==> src/hw/rtl/rdd_pkg.sv <==
// Package for the rotation direction detector.
// Holds shared types, codes and register reset values; no dependencies.
`timescale 1ns / 1ps
`default_nettype none

package rdd_pkg;

  localparam int ANGLE_W  = 16;
  localparam int CENTRE_W = 16;
  localparam int LIMIT_W  = 16;
  localparam int REG_IDX_W = 2;

  localparam logic [LIMIT_W-1:0] ANGLE_LIMIT_RST     = 16'd1000;
  localparam logic [LIMIT_W-1:0] CENTRE_LIMIT_RST    = 16'd640;
  localparam logic [LIMIT_W-1:0] DIR_THRESHOLD_RST   = 16'd100;

  localparam logic [REG_IDX_W-1:0] REG_ANGLE_LIMIT   = 2'd0;
  localparam logic [REG_IDX_W-1:0] REG_CENTRE_LIMIT  = 2'd1;
  localparam logic [REG_IDX_W-1:0] REG_DIR_THRESHOLD = 2'd2;

  localparam logic MODE_SAMPLE  = 1'b0;
  localparam logic MODE_RESTART = 1'b1;

  typedef enum logic [1:0] {
    ROT_STOP = 2'd0,
    ROT_CW   = 2'd1,
    ROT_ACW  = 2'd2
  } rot_t;

  typedef enum logic [1:0] {
    TOP_IDLE,
    TOP_EVAL,
    TOP_JUDGE,
    TOP_DONE
  } top_state_t;

  typedef enum logic [2:0] {
    J_IDLE,
    J_RD_LO,
    J_RD_HI,
    J_ACC,
    J_FIN
  } judge_state_t;

  typedef struct packed {
    logic done;
    rot_t rotation;
  } judge_status_t;

endpackage

`default_nettype wire

==> src/hw/rtl/rdd_ram.sv <==
// Generic simple dual-port RAM, one write and one registered read port.
// No dependencies.
`timescale 1ns / 1ps
`default_nettype none

module rdd_ram #(
  parameter int WIDTH = 16,
  parameter int DEPTH = 11
) (
  input  wire                      clk,
  input  wire                      wr_en,
  input  wire [$clog2(DEPTH)-1:0]  wr_addr,
  input  wire [WIDTH-1:0]          wr_data,
  input  wire [$clog2(DEPTH)-1:0]  rd_addr,
  output logic [WIDTH-1:0]         rd_data
);

  logic [WIDTH-1:0] mem [DEPTH];

  always_ff @(posedge clk) begin
    if (wr_en) begin
      mem[wr_addr] <= wr_data;
    end
    rd_data <= mem[rd_addr];
  end

endmodule

`default_nettype wire

==> src/hw/rtl/rdd_judge.sv <==
// Direction judgement sequencer: walks split-half history pairs through one
// subtract-accumulate unit. Depends on rdd_pkg; reads the history RAM.
`timescale 1ns / 1ps
`default_nettype none

module rdd_judge
  import rdd_pkg::*;
#(
  parameter int HISTORY_LEN = 11
) (
  input  wire                             clk,
  input  wire                             rst,
  input  wire                             start,
  input  wire [LIMIT_W-1:0]               threshold,
  output logic [$clog2(HISTORY_LEN)-1:0]  rd_addr,
  input  wire [ANGLE_W-1:0]               rd_data,
  output judge_status_t                   status
);

  localparam int HALF  = HISTORY_LEN / 2;
  localparam int AW    = $clog2(HISTORY_LEN);
  localparam int CW    = $clog2(HALF + 1);
  localparam int ACC_W = ANGLE_W + 2 + CW;
  localparam logic [AW-1:0] HALF_A = AW'(HALF);
  localparam logic [CW-1:0] LAST_IDX = CW'(HALF - 1);

  judge_state_t state, state_next;
  logic [CW-1:0]          idx;
  logic [ANGLE_W-1:0]     lo_val;
  logic signed [ACC_W-1:0] sum;
  logic signed [ACC_W-1:0] bound;
  logic signed [ANGLE_W:0] diff;
  logic signed [ACC_W-1:0] neg_bound;

  assign diff = $signed({rd_data[ANGLE_W-1], rd_data}) - $signed({lo_val[ANGLE_W-1], lo_val});
  assign neg_bound = -bound;

  always_ff @(posedge clk) begin
    if (rst) begin
      state <= J_IDLE;
    end else begin
      state <= state_next;
    end
  end

  always_ff @(posedge clk) begin
    case (state)
      J_IDLE: begin
        if (start) begin
          idx   <= '0;
          sum   <= '0;
          bound <= '0;
        end
      end
      J_RD_HI: begin
        lo_val <= rd_data;
      end
      J_ACC: begin
        if (diff != '0) begin
          sum   <= sum + ACC_W'(diff);
          bound <= bound + $signed({{(ACC_W-LIMIT_W){1'b0}}, threshold});
        end
        idx <= idx + 1'b1;
      end
      default: begin
      end
    endcase
  end

  always_comb begin
    state_next      = state;
    rd_addr         = AW'(idx);
    status.done     = 1'b0;
    status.rotation = ROT_STOP;
    case (state)
      J_IDLE: begin
        if (start) begin
          state_next = J_RD_LO;
        end
      end
      J_RD_LO: begin
        state_next = J_RD_HI;
      end
      J_RD_HI: begin
        rd_addr    = HALF_A + AW'(idx);
        state_next = J_ACC;
      end
      J_ACC: begin
        state_next = (idx == LAST_IDX) ? J_FIN : J_RD_LO;
      end
      J_FIN: begin
        status.done = 1'b1;
        if (sum < neg_bound) begin
          status.rotation = ROT_CW;
        end else if (sum > bound) begin
          status.rotation = ROT_ACW;
        end
        state_next = J_IDLE;
      end
      default: begin
        state_next = J_IDLE;
      end
    endcase
  end

endmodule

`default_nettype wire

==> src/hw/rtl/rotation_direction_detector_top.sv <==
// Rotation direction detector: an accepted sample is evaluated in TOP_EVAL and the
// result register loads in TOP_DONE once the output is free; the deciding sample
// first walks its history pairs through the shared subtract-accumulate unit in
// rdd_judge. Input ready only while idle; one transaction in flight.
// Synchronous reset clears flags, previous sample, history count and registers
// to defaults; history RAM contents are not cleared.
`timescale 1ns / 1ps
`default_nettype none

module rotation_direction_detector_top
  import rdd_pkg::*;
#(
  parameter int HISTORY_LEN = 11
) (
  input  wire                  clk,
  input  wire                  rst,
  input  wire                  s_tvalid,
  output logic                 s_tready,
  input  wire [47:0]           s_tdata,   // blade_angle, centre_x, centre_y
  input  wire                  s_tuser,   // mode
  output logic                 m_tvalid,
  input  wire                  m_tready,
  output logic [7:0]           m_tdata,   // rotation[1:0], same_blade, decided
  input  wire                  cfg_valid,
  output logic                 cfg_ready,
  input  wire [REG_IDX_W-1:0]  cfg_index,
  input  wire [LIMIT_W-1:0]    cfg_data
);

  localparam int AW = $clog2(HISTORY_LEN);
  localparam int FW = $clog2(HISTORY_LEN + 1);
  localparam logic [FW-1:0] FILL_MAX = FW'(HISTORY_LEN);

  function automatic logic [ANGLE_W:0] abs17(input logic signed [ANGLE_W:0] v);
    abs17 = v[ANGLE_W] ? -v : v;
  endfunction

  top_state_t state, state_next;

  logic [LIMIT_W-1:0]  angle_limit;
  logic [LIMIT_W-1:0]  centre_limit;
  logic [LIMIT_W-1:0]  dir_threshold;

  logic                in_mode;
  logic [ANGLE_W-1:0]  in_angle;
  logic [CENTRE_W-1:0] in_cx;
  logic [CENTRE_W-1:0] in_cy;

  logic [ANGLE_W-1:0]  prev_angle;
  logic [CENTRE_W-1:0] prev_cx;
  logic [CENTRE_W-1:0] prev_cy;
  logic [FW-1:0]       fill;
  logic [FW-1:0]       fill_next;
  logic                same_blade_flag;
  logic                decided_flag;
  rot_t                rotation_reg;

  logic [ANGLE_W:0]    angle_abs;
  logic [CENTRE_W:0]   cx_abs;
  logic [CENTRE_W:0]   cy_abs;
  logic                same;
  logic                wr_en;
  logic                judge_start;
  logic [AW-1:0]       rd_addr;
  logic [ANGLE_W-1:0]  rd_data;
  judge_status_t       jstat;
  logic                out_load;

  assign s_tready  = (state == TOP_IDLE);
  assign cfg_ready = 1'b1;

  assign angle_abs = abs17($signed({in_angle[ANGLE_W-1], in_angle})
                         - $signed({prev_angle[ANGLE_W-1], prev_angle}));
  assign cx_abs = abs17($signed({1'b0, in_cx}) - $signed({1'b0, prev_cx}));
  assign cy_abs = abs17($signed({1'b0, in_cy}) - $signed({1'b0, prev_cy}));
  assign same = (angle_abs <= {1'b0, angle_limit}) && (cx_abs <= {1'b0, centre_limit})
             && (cy_abs <= {1'b0, centre_limit});

  always_comb begin
    if (!same) begin
      fill_next = '0;
    end else if (fill < FILL_MAX) begin
      fill_next = fill + 1'b1;
    end else begin
      fill_next = fill;
    end
  end

  assign wr_en = (state == TOP_EVAL) && (in_mode == MODE_SAMPLE) && !decided_flag
              && same && (fill < FILL_MAX);
  assign judge_start = (state == TOP_EVAL) && (in_mode == MODE_SAMPLE) && !decided_flag
                    && (fill_next >= FILL_MAX);
  assign out_load = (state == TOP_DONE) && (!m_tvalid || m_tready);

  rdd_ram #(
    .WIDTH (ANGLE_W),
    .DEPTH (HISTORY_LEN)
  ) u_history (
    .clk     (clk),
    .wr_en   (wr_en),
    .wr_addr (fill[AW-1:0]),
    .wr_data (in_angle),
    .rd_addr (rd_addr),
    .rd_data (rd_data)
  );

  rdd_judge #(
    .HISTORY_LEN (HISTORY_LEN)
  ) u_judge (
    .clk       (clk),
    .rst       (rst),
    .start     (judge_start),
    .threshold (dir_threshold),
    .rd_addr   (rd_addr),
    .rd_data   (rd_data),
    .status    (jstat)
  );

  always_ff @(posedge clk) begin
    if (rst) begin
      state <= TOP_IDLE;
    end else begin
      state <= state_next;
    end
  end

  always_comb begin
    state_next = state;
    case (state)
      TOP_IDLE: begin
        if (s_tvalid) begin
          state_next = TOP_EVAL;
        end
      end
      TOP_EVAL: begin
        state_next = judge_start ? TOP_JUDGE : TOP_DONE;
      end
      TOP_JUDGE: begin
        if (jstat.done) begin
          state_next = TOP_DONE;
        end
      end
      TOP_DONE: begin
        if (out_load) begin
          state_next = TOP_IDLE;
        end
      end
      default: begin
        state_next = TOP_IDLE;
      end
    endcase
  end

  // configuration registers
  always_ff @(posedge clk) begin
    if (rst) begin
      angle_limit   <= ANGLE_LIMIT_RST;
      centre_limit  <= CENTRE_LIMIT_RST;
      dir_threshold <= DIR_THRESHOLD_RST;
    end else if (cfg_valid) begin
      case (cfg_index)
        REG_ANGLE_LIMIT:   angle_limit   <= cfg_data;
        REG_CENTRE_LIMIT:  centre_limit  <= cfg_data;
        REG_DIR_THRESHOLD: dir_threshold <= cfg_data;
        default: begin
        end
      endcase
    end
  end

  always_ff @(posedge clk) begin
    if (s_tvalid && s_tready) begin
      in_mode  <= s_tuser;
      in_angle <= s_tdata[15:0];
      in_cx    <= s_tdata[31:16];
      in_cy    <= s_tdata[47:32];
    end
  end

  always_ff @(posedge clk) begin
    if (rst) begin
      prev_angle      <= '0;
      prev_cx         <= '0;
      prev_cy         <= '0;
      fill            <= '0;
      same_blade_flag <= 1'b0;
      decided_flag    <= 1'b0;
      rotation_reg    <= ROT_STOP;
    end else if (state == TOP_EVAL) begin
      if (in_mode == MODE_RESTART) begin
        decided_flag    <= 1'b0;
        same_blade_flag <= 1'b0;
        fill            <= '0;
      end else if (!decided_flag) begin
        same_blade_flag <= same;
        fill            <= fill_next;
        prev_angle      <= in_angle;
        prev_cx         <= in_cx;
        prev_cy         <= in_cy;
        if (judge_start) begin
          decided_flag <= 1'b1;
        end else begin
          rotation_reg <= ROT_STOP;
        end
      end
    end else if (state == TOP_JUDGE && jstat.done) begin
      rotation_reg <= jstat.rotation;
    end
  end

  always_ff @(posedge clk) begin
    if (rst) begin
      m_tvalid <= 1'b0;
    end else if (out_load) begin
      m_tvalid <= 1'b1;
    end else if (m_tready) begin
      m_tvalid <= 1'b0;
    end
  end

  always_ff @(posedge clk) begin
    if (out_load) begin
      m_tdata <= {4'b0000, decided_flag, same_blade_flag, rotation_reg};
    end
  end

  a_out_from_done: assert property (@(posedge clk) disable iff (rst)
    $rose(m_tvalid) |-> $past(state) == TOP_DONE)
    else $error("result presented without finishing a transaction");

  a_fill_bound: assert property (@(posedge clk) disable iff (rst)
    fill <= FILL_MAX)
    else $error("history count beyond history length");

  a_decide_on_judge: assert property (@(posedge clk) disable iff (rst)
    $rose(decided_flag) |-> $past(judge_start))
    else $error("direction latched without a judgement");

  a_judge_only_when_idle_in: assert property (@(posedge clk) disable iff (rst)
    (state == TOP_JUDGE) |-> !s_tready)
    else $error("input ready during judgement");

endmodule

`default_nettype wire
==> config.mk <==
export PLATFORM = sky130hd
export DESIGN_NAME = rotation_direction_detector_top
export DESIGN_NICKNAME = d
export VERILOG_FILES = /design/src/hw/rtl/rdd_pkg.sv /design/src/hw/rtl/rdd_ram.sv /design/src/hw/rtl/rdd_judge.sv /design/src/hw/rtl/rotation_direction_detector_top.sv
export SDC_FILE = /design/constraint.sdc
export NUM_CORES = 1
export LEC_CHECK = 0
export ABC_CLOCK_PERIOD_IN_PS = 8200
export BUFFER_PORTS_ARGS = -buffer_cell sky130_fd_sc_hd__buf_2
export CORE_ASPECT_RATIO = 1.75
export CORE_UTILIZATION = 40
export DETAILED_ROUTE_END_ITERATION = 16
export PLACE_DENSITY = 0.64
export SLEW_MARGIN = 40
export SYNTH_ARGS = -nofsm -noshare
export SYNTH_HDL_FRONTEND = slang
export SYNTH_HIERARCHICAL = 1
export SYNTH_SLANG_ARGS = --single-unit
export TNS_END_PERCENT = 50
==> constraint.sdc <==
create_clock -name clk -period 8.2 [get_ports clk]
set_input_delay 1.23 -clock clk [delete_from_list [all_inputs] [get_ports clk]]
set_output_delay 1.23 -clock clk [all_outputs]
set_load 0.02 [all_outputs]
; ---- Word-level counts from Yosys, hierarchy flattened
; Memories as Yosys holds them, arrays and structs flattened. A register that Yosys moved wholly into a read port is not among the register bits.
; Index checks and enable logic that the tools add are counted.
[word_totals]
reg_bits = 224
mem_bits_rw = 176
inputBits = 72
output_inout_bits = 11
wordCells = 133
mem_count = 1
[op_classes]
add_sub_neg = 13
n_lt_le_gt_ge = 7
n_eq_ne = 19
mux = 40
n_bitwise = 2
reduce_logical = 29
[memory_table]
columns = memory, depth, width, rd, rd_clocked_by_memory_dff, wr, line_no
row1 = u_history.mem, 11, 16, 1, 1, 1, rdd_ram.sv:18  ; logic [WIDTH-1:0] mem [DEPTH];
[ops]
columns = operator, n
row1 = case mux 21 bit (2 select lines), 2
row2 = subtractor 16 x 16 -> 17 bit, 4
row3 = two-way mux 21 bit, 3
row4 = less-or-equal comparator 17 x 16 -> 1 bit, 3
row5 = two-way mux 17 bit, 3
row6 = negator 17 bit, 3
row7 = adder 21 x 17 -> 21 bit, 2
row8 = greater-than comparator 21 bit, 1
row9 = less-than comparator 21 bit, 1
row10 = negator 21 bit, 1
row11 = two-way mux 2 bit, 10
row12 = two-way mux 4 bit, 5
row13 = nonzero test 17 bit, 1
row14 = "inequality test 2 bit, second input constant", 8
row15 = two-way mux 3 bit, 4
row16 = case mux 3 bit (4 select lines), 1
row17 = logical AND 1 bit, 10
row18 = two-way mux 1 bit, 10
row19 = AND reduction 2 bit, 5
row20 = AND reduction 3 bit, 3
row21 = case mux 2 bit (4 select lines), 1
row22 = "equality test 2 bit, second input constant", 3
row23 = "equality test 3 x 2 -> 1 bit, second input constant", 2
row24 = "equality test 3 bit, second input constant", 2
row25 = 16 further kinds, 22

; ---- Depth between registers and ports, before layout
; Gate-level depths: netlist of the first run.
[logic_depth]
word_depth = 13
mapped_depth = 27
ltp_nobuf = 27

; ---- Hierarchy
; Netlist of the first run, hierarchy kept.
[by_module_without_submodules]
columns = mod, n_inst, cells_per_inst, area_each_um2, seq_area_each_um2
row1 = rotation_direction_detector_top, 1, 1272, 10613.9, 3733.6
row2 = rdd_ram, 1, 395, 7398.3, 5605.4
row3 = rdd_judge, 1, 678, 6119.6, 1891.8

; ---- Worst setup path before layout of the first run
; No wires, ideal clock.
[synth_path]
kind = register to register
from = register in_angle[0]
to = register u_judge.bound[0] (enable)
setup_ns = 0.467
t_arrival_ns = 7.035
required_ns = 7.733
path_slack_ns = 0.698
path_stages_with_launch = 24
path_buffers = 0
synth_period_minus_slack_ns = 7.502
path_cell_list = edfxtp_1 inv_1 ha_1 fa_1 nand2b_1 a211o_1 a21oi_1 a211oi_1 a2111o_1 nor3_2 nand2_1 o31ai_1 xnor2_1 ha_1 a2111oi_0 nand2_1 o31ai_1 o211ai_1 a41oi_1 nand4_1 nor2_1 nand2_1 a21o_1 a31oi_1
[synth_between]
elab_chain_cells = 11
[synth_rtl]
columns = item, line_no
row1 = "start, declared", rotation_direction_detector_top.sv:45  ; logic [ANGLE_W-1:0] in_angle;
row2 = "start signal, assigned", rotation_direction_detector_top.sv:174  ; in_angle <= s_tdata[15:0];
row3 = subtractor 16 x 16 -> 17 bit *, rotation_direction_detector_top.sv:73  ; - $signed({prev_angle[ANGLE_W-1], prev_angle}));
row4 = negator 17 bit, rotation_direction_detector_top.sv:35  ; abs17 = v[ANGLE_W] ? -v : v;
row5 = two-way mux 17 bit *, rotation_direction_detector_top.sv:35
row6 = less-or-equal comparator 17 x 16 -> 1 bit *, rotation_direction_detector_top.sv:76  ; assign same = (angle_abs <= {1'b0, angle_limit}) && (cx_abs <= {1'b0, centre_limit})
row7 = logical AND 1 bit *, rotation_direction_detector_top.sv:76
row8 = logical AND 1 bit *, rotation_direction_detector_top.sv:77  ; && (cy_abs <= {1'b0, centre_limit});
row9 = two-way mux 4 bit *, rotation_direction_detector_top.sv:80  ; if (!same) begin
row10 = >= comparator 4 bit *, rotation_direction_detector_top.sv:92  ; && (fill_next >= FILL_MAX);
row11 = logical AND 1 bit *, rotation_direction_detector_top.sv:92
row12 = net judge_start, rotation_direction_detector_top.sv:63  ; logic judge_start;
row13 = inequality test 2 bit (no source line) *, --
row14 = AND reduction 3 bit (no source line) *, --
row15 = "end signal, assigned", rdd_judge.sv:61  ; bound <= bound + $signed({{(ACC_W-LIMIT_W){1'b0}}, threshold});
row16 = "end, declared", rdd_judge.sv:31  ; logic signed [ACC_W-1:0] bound;
; The timed path passes the listed nets; every way through them passes the cells marked *.
; A chain may end at the register's enable or synchronous reset.

; ---- Final worst setup path of the first run
[layout_path]
from = register in_angle[0]
to = register u_judge.sum[20] (enable)
[layout_between]
elab_chain_cells = 11
[layout_rtl]
columns = item, line_no
row1 = subtractor 16 x 16 -> 17 bit *, rotation_direction_detector_top.sv:73
row2 = negator 17 bit, rotation_direction_detector_top.sv:35
row3 = two-way mux 17 bit *, rotation_direction_detector_top.sv:35
row4 = less-or-equal comparator 17 x 16 -> 1 bit *, rotation_direction_detector_top.sv:76
row5 = logical AND 1 bit *, rotation_direction_detector_top.sv:76
row6 = logical AND 1 bit *, rotation_direction_detector_top.sv:77
row7 = two-way mux 4 bit *, rotation_direction_detector_top.sv:80
row8 = >= comparator 4 bit *, rotation_direction_detector_top.sv:92
row9 = logical AND 1 bit *, rotation_direction_detector_top.sv:92
row10 = net judge_start, rotation_direction_detector_top.sv:63
row11 = inequality test 2 bit (no source line) *, --
row12 = AND reduction 3 bit (no source line) *, --
row13 = "end signal, assigned", rdd_judge.sv:60  ; sum <= sum + ACC_W'(diff);
row14 = "end, declared", rdd_judge.sv:30  ; logic signed [ACC_W-1:0] sum;
; Marks and branches as above.

==> results of run 1 <==
[cells by family after synthesis]
kind of cell / after synthesis / share of synthesized area, %
buf+inv: 241 / 4.27
mux: 88 / 3.90
compound gates: 558 / 15.6
other cells: 2 / 0.0311
simple gates: 704 / 14.0
flops: 416 / 46.5
fa+ha+maj: 210 / 11.1
xor+xnor: 126 / 4.57
[stage by stage]
stage,power [mW],utilization (%)
finish,7.81,44.9
global route,8.32,44.9
CTS,7.85,44.9
detailed placement,6.04,42.8
global placement,5.92,42.7
floorplan,5.16,-
[cell usage after synthesis, types with 11 or more instances]
cell	count
xor2_1	40
nand3_1	32
a211oi_1	20
nand4_1	20
clkbuf_1	42
xnor2_1	86
and2_1	14
edfxtp_1	290
a21oi_1	186
a211o_1	13
nand2b_1	32
o21ai_0	55
o31ai_1	13
o21ai_1	26
nor4_1	12
nand2_1	259
inv_1	167
nor3_1	39
a22o_1	19
o211ai_1	24
o31ai_2	12
o21a_1	20
or3_1	11
mux2i_1	39
o22ai_1	21
nor2_1	179
mux2_2	49
a21o_1	54
dfxtp_1	126
nor2b_1	29
ha_1	204
and3_1	16
nand3b_1	15
[per-layer routing]
layer | vias up | share of wire, % | wire, um | GRT usage (%)
met4 | 0 | 6.6 | 4000 | 12.5
li1 | 8645 | - | - | -
met3 | 160 | 3.2 | 1910 | 2.16
met1 | 8534 | 34 | 20800 | 18.0
met2 | 380 | 56 | 33700 | 39.4
met5 | - | 0 | 0 | 0
[layout by cell type, fill, tap and decap left out, types with 15 or more instances in the layout]
cell / synthesis / final
a21o_1: 54 / 54
and3_1: 16 / 15
mux2i_1: 39 / 39
nor2_1: 179 / 177
clkbuf_16: 0 / 38
buf_2: 9 / 76
ha_1: 204 / 204
nand3_1: 32 / 31
nand2_1: 259 / 259
a21oi_1: 186 / 186
nor3_1: 39 / 36
o21ai_1: 26 / 26
o22ai_1: 21 / 21
mux2_2: 49 / 49
xor2_1: 40 / 40
a22o_1: 19 / 19
o211ai_1: 24 / 24
nand4_1: 20 / 20
xnor2_1: 86 / 85
o21ai_0: 55 / 54
nand3b_1: 15 / 15
dfxtp_1: 126 / 126
nor2b_1: 29 / 29
buf_4: 8 / 27
a211oi_1: 20 / 20
edfxtp_1: 290 / 290
o21a_1: 20 / 20
inv_1: 167 / 166
nand2b_1: 32 / 32
[final timing paths]
path	endpoint	depth (start not counted)
min reg2reg	u_judge/lo_val[4]	0
max	u_judge/sum[20]	24
max reg2reg	u_judge/sum[20]	24
min	u_judge/lo_val[4]	0
[power breakdown]
part / total, mW / switching [mW] / internal [mW]
Combinational: 3.41 / 2.05 / 1.36
Sequential: 2.61 / 0.148 / 2.46
Clock: 1.79 / 0.815 / 0.974
[area by class of cell]
class,count,area [sq um],share of cell area (%)
inverters,168,631,2.37
diodes,1,2.50,0.00939
multi-input cells,1691,12000,44.9
well taps,780,976,3.66
clock buffers,49,1040,3.91
clock inverters,21,200,0.751
repair buffers,105,613,2.30
flip-flops and latches,416,11200,42.1
==> results.md, run 1 <==
* Status: completed
* Share of the synthesized area in the top cell type at 36.1%
* Area Growth Syn to Fin at 10.5%
* Slew Viols, Final at 0
* H-tree depth at 2
* Pleak at 10.1 nW
* Most used cell, CP: nand2_1
* CP required at 8.40 ns
* Post-synthesis sequential area ratio at 46.5%
* Crit path DAT at 7.16 ns
* Crit-path max FO at 42
* Iter 0 DRT Violations at 764
* Fillers at 5561
* Setup bufs post-CTS at 0
* Port bufs at 77
* Synth area leader: edfxtp_1
* CP Capture Type: register
* Max VDD drop at 257 uV
* Syn Area/Cell at 10.3 sq um
* Grt total ovfl at 0
* Hpwl dp at 45.0 mm
* Vias per inst at 5.48
* CP peak stage delay at 0.59 ns
* Startpoint Class: register
* CTS Sinks at 416
* Synthesized instance count at 2345
* Ys async rst share at 0%
* Cell total after placement at 3160
* Area after DPL at 25400 sq um
* Maximum clock path buffer count at 3
* Total CTS buffers at 38
* Die area at 61400 sq um
* Largest net degree at the start of global routing at 72
* Vias in the first global route at 18.2k
* Vias at 17.7k
* Ys Warns at 6
* Rows at 118
* Synth Register Bits at 416
* Post-route insts no fill at 3231
* Slew headroom at 44.5%
* Largest register FFs at 176
* Hold WC Path Type: reg -> reg
* F_max at 143 MHz
* # hold bufs at CTS at 0
* Worst path bufs/invs at 2
* Start of the worst register-to-register path: in_angle[0]
* Period minus WS final at 6.97 ns
* Unrepaired setup endpoints after global routing: false
* Cell variety after synth at 102
* Antenna Nets Post-Route at 0
* Die height at 327 um
* Crit path from: in_angle[0]
* Reg2Reg Setup Slack at 1.23 ns
* DIE WIDTH at 188 um
* Final WS setup at 1.23 ns
* Mapped Area at 24100 sq um
* Hold_sp: u_history/rd_data[4]
* CP max stage cell: edfxtp_1
* Maxcap violations at 0
* Top post-synthesis cells by area: edfxtp_1, ha_1, dfxtp_1
* Final wirelength at 60.4 mm
* Root Driver: clkbuf_16
* Initial core utilization at 40.7%
* Post-layout nets at 2702
* GRT Overall Usage at 19.5%
* CTS tree: done
* Skew-Pair Late Insertion Delay at 0.57 ns
* Layout cells sized above 1 at 10.9%
* Measured slew at the worst slew-check pin at 0.824 ns
* Clock-pin slew on the worst setup and hold paths at 0.07 ns
* Total negative slack at 0 ns
* Reg with most FFs: u_history/mem
* Io pins at 83
* CP Class: reg -> reg
* Average wire per standard cell at 18.7 um
* Core box area at 59400 sq um
* EDFF count, synth at 290
* Fin. Hold Viols at 0
* Global-route wire length before repair at 93.9 mm
* Crit path max-delay family: compound AO/OA/AOI/OAI gates
* Count of final setup violators at 0
* Initial antenna violation count at 2
* Clk_skew at 0.0211 ns
* Hold_ws at 0.448 ns
* Placer's final routability congestion estimate at 0.934
* CTS resizes at 0
* CP cell instances: inv_1 -> ha_1 -> fa_1 -> nand2b_1 -> a211o_1 -> a21oi_1 -> a211oi_1 -> a2111o_1 -> nor3_2 -> nand2_1 -> o31ai_1 -> xnor2_1 -> ha_1 -> a2111oi_0 -> nand2_1 -> o31ai_1 -> o211ai_1 -> a41oi_1 -> nand4_1 -> nor2_1 -> nand2_1 -> a21o_1 -> a31oi_4 -> buf_4
* Residual DRC at 0
* Pwr Density at 293 nW/um^2
* Leading registers by flop count: u_history/mem (176), u_judge/bound (21), u_judge/sum (21)
* Final period util at 85.0%
* Final Instance Area at 26700 sq um
* Setup WS pre-CTS at 1.28 ns
* Pre-antenna DRT Iters at 6
* Main synth FF type: edfxtp_1
Power figures use the tool's default switching activity.
==> run 2, diff against run 1 <==
- ABC_AREA: not set -> 1
- ABC_CLOCK_PERIOD_IN_PS: 8200 -> 7100
- clock period: 8.2 -> 7.1 ns (I/O delays scaled with it)
==> results.md, run 2 <==
* Period minus WS final at 5.98 ns (was 6.97 ns)
* Setup bufs post-CTS at 0 (unchanged)
* Clock network fraction of total power at 25.4% (was 22.9%)
* Ys async rst share at 0% (unchanged)
* Slew headroom at 48.5% (was 44.5%)
* CP Class: reg -> reg (unchanged)
* Fillers at 6231 (was 5561)
* Vias per inst at 5.02 (was 5.48)
* Number of stages on the worst setup path at 33 (was 24)
* Synth area leader: edfxtp_1 (unchanged)
* Initial core utilization at 40.4% (was 40.7%)
* Mapped Area at 25500 sq um (was 24100 sq um)
* P_sw at 3.26 mW (was 3.02 mW)
* Startpoint Class: register (unchanged)
* Hold WC Path Type: reg -> reg (unchanged)
* Io pins at 83 (unchanged)
* CP max stage cell: edfxtp_1 (unchanged)
* Residual DRC at 2 (was 0)
* GRT Overall Usage at 20.0% (was 19.5%)
* Rows at 122 (was 118)
* CTS resizes at 0 (unchanged)
* Pre-antenna DRT Iters at 10 (was 6)
* Crit path DAT at 6.18 ns (was 7.16 ns)
* CP required at 7.30 ns (was 8.40 ns)
* Reg2Reg Setup Slack at 1.12 ns (was 1.23 ns)
* Vias at 20.5k (was 17.7k)
* Top post-synthesis cells by area: edfxtp_1, nand2_1, ha_1 (was edfxtp_1, ha_1, dfxtp_1)
* Crit-path max FO at 42 (unchanged)
* Util after Layout at 44.4% (was 44.9%)
* Vias in the first global route at 20.1k (was 18.2k)
* Most common cell after layout, fill and taps aside: nand2_1 (was edfxtp_1)
* Slew Viols, Final at 0 (unchanged)
* Pwr Density at 305 nW/um^2 (was 293 nW/um^2)
* Most frequent cells in the layout: nand2_1, inv_1, edfxtp_1 (was edfxtp_1, nand2_1, ha_1)
* F_max at 167 MHz (was 143 MHz)
* PnR Total Power at 8.54 mW (was 7.81 mW)
* Grt total ovfl at 0 (unchanged)
* Cell variety after synth at 55 (was 102)
* Layout cells sized above 1 at 7.80% (was 10.9%)
* Clock-pin slew on the worst setup and hold paths at 0.07 ns (about the same)
* Share of the synthesized area in the top cell type at 34.2% (was 36.1%)
* Total negative slack at 0 ns (unchanged)
* Initial antenna violation count at 0 (was 2)
* Most common cell in the synthesized netlist: nand2_1 (was edfxtp_1)
* Iter 0 DRT Violations at 865 (was 764)
* CTS tree: done (unchanged)
* Core box area at 63000 sq um (was 59400 sq um)
* Maxcap violations at 0 (unchanged)
* Hpwl dp at 47.7 mm (was 45.0 mm)
* CP peak stage delay at 0.60 ns (was 0.59 ns)
* DIE WIDTH at 193 um (was 188 um)
* Area after DPL at 26700 sq um (was 25400 sq um)
* CTS Sinks at 416 (unchanged)
* Start of the worst register-to-register path: in_angle[0] (unchanged)
* Fin. Hold Viols at 0 (unchanged)
* Reg with most FFs: u_history/mem (unchanged)
* Final Instance Area at 28000 sq um (was 26700 sq um)
* EDFF count, synth at 290 (unchanged)
* Violated checks: design-rule violations
* Skew-Pair Late Insertion Delay at 0.57 ns (about the same)
* H-tree depth at 2 (unchanged)
* Sequential group share of total power at 34.5% (was 33.4%)
* Unrepaired setup endpoints after global routing: false (unchanged)
* Global-route wire length before repair at 101 mm (was 93.9 mm)
* Measured slew at the worst slew-check pin at 0.764 ns (was 0.824 ns)
* Internal power at 5.27 mW (was 4.79 mW)
* Syn Area/Cell at 8.05 sq um (was 10.3 sq um)
* Placer's final routability congestion estimate at 0.928 (was 0.934)
* Leading registers by flop count: u_history/mem (176), u_judge/bound (21), u_judge/sum (21) (unchanged)
* Final wirelength at 63.8 mm (was 60.4 mm)
* Root Driver: clkbuf_16 (unchanged)
* Total CTS buffers at 39 (was 38)
* Average wire per standard cell at 15.7 um (was 18.7 um)
* Largest net degree at the start of global routing at 81 (was 72)
* Main synth FF type: edfxtp_1 (unchanged)
* Die area at 64700 sq um (was 61400 sq um)
* Synthesized instance count at 3166 (was 2345)
* Maximum clock path buffer count at 3 (unchanged)
* Post-synthesis sequential area ratio at 44.1% (was 46.5%)
* Combinational power share at 40.1% (was 43.6%)
* Pleak at 12.8 nW (was 10.1 nW)
* Crit path from: in_angle[0] (unchanged)
* CP Capture Type: register (unchanged)
* Die height at 336 um (was 327 um)
* Worst path bufs/invs at 6 (was 2)
* Synth Register Bits at 416 (unchanged)
* Area Growth Syn to Fin at 9.99% (was 10.5%)
* Most used cell, CP: nand2_1 (unchanged)
* End point of the critical path: u_judge/sum[15] (was u_judge/sum[20])
* # hold bufs at CTS at 0 (unchanged)
* Switching fraction of total power at 38.2% (was 38.6%)
* Final period util at 84.2% (was 85.0%)
* Status: finished, violations left (was completed)
* Port bufs at 77 (unchanged)
* Crit path max-delay family: simple AND/OR/NAND/NOR gates (was compound AO/OA/AOI/OAI gates)
* Post-layout nets at 3521 (was 2702)
* Largest register FFs at 176 (unchanged)
* Most frequent cells after synthesis: nand2_1, inv_1, edfxtp_1 (was edfxtp_1, nand2_1, ha_1)
* R2R Path End: u_judge/sum[15] (was u_judge/sum[20])
* Ys Warns at 6 (unchanged)
* Worst r2r path cells at 33 (was 24)
* Count of final setup violators at 0 (unchanged)
* Max VDD drop at 264 uV (was 257 uV)
* Antenna cells at 0 (was 1)
* Antenna Nets Post-Route at 0 (unchanged)
* Clk_skew at 0.0143 ns (was 0.0211 ns)
==> run 2: metal layers <==
layer / GRT usage (%) / share of wire (%) / vias up
li1: - / - / 10500
met1: 19.5 / 36 / 9344
met2: 38.9 / 54 / 417
met3: 1.65 / 3.0 / 180
met4: 13.3 / 7.0 / 0
met5: 0 / 0 / -
==> run 2: logic make-up (layout without fill, tap and decap cells) <==
logic type,count (synthesis),count (layout),share of synthesized area (%)
buffers and inverters,606,707,9.54
DFF,416,416,44.1
xor gates and xnor gates,65,65,2.26
muxes,1,1,0.0442
and+or+nand+nor,1404,1404,23.7
adders and majority gates,210,210,10.5
AOI/OAI and AO/OA,462,462,9.87
other,2,5,0.0295
==> run 2: worst min path at each step <==
stage | from | to | slack (ns) | cells past startpoint
3_5_place_dp | rotation_reg[0] | m_tdata[0] | 0.43 | 0
4_1_cts | u_history/rd_data[4] | u_judge/lo_val[4] | 0.45 | 0
5_1_grt | u_history/rd_data[4] | u_judge/lo_val[4] | 0.46 | 0
6_report | u_history/rd_data[4] | u_judge/lo_val[4] | 0.44 | 0
3_3_place_gp | u_history/rd_data[0] | u_judge/lo_val[0] | 0.41 | 0
2_1_floorplan | rotation_reg[0] | m_tdata[0] | 0.41 | 0
==> run 2: layout make-up <==
type                    instances  area (sq um)  area share [%]
multi-input cells            2147         11900            42.4
repair buffers                103           581            2.07
flip-flops and latches        416         11200            40.1
clock inverters                16           146           0.523
clock buffers                  56          1160            4.16
inverters                     532          2010            7.16
well taps                     806          1010            3.60
==> run 2: per-stage QoR <==
stage                     hold slack [ns]  std cells  setup slack (ns)
final                               0.444       4076              1.12
after global routing                0.455       4076             0.531
after CTS                           0.451       4076              1.13
after detailed placement            0.430       4004              1.14
after global placement              0.414       4004              1.08
after floorplan                     0.408       3169             0.323
==> run 2: power groups by stage <==
stage / clock network, mW / registers, mW / logic [mW]
after CTS: 2.21 / 2.95 / 3.44
after detailed placement: 0 / 3.00 / 3.43
after global placement: 0 / 3.00 / 3.38
after floorplan: 0 / 2.96 / 2.66
final: 2.17 / 2.95 / 3.42
after global routing: 2.29 / 2.97 / 3.95
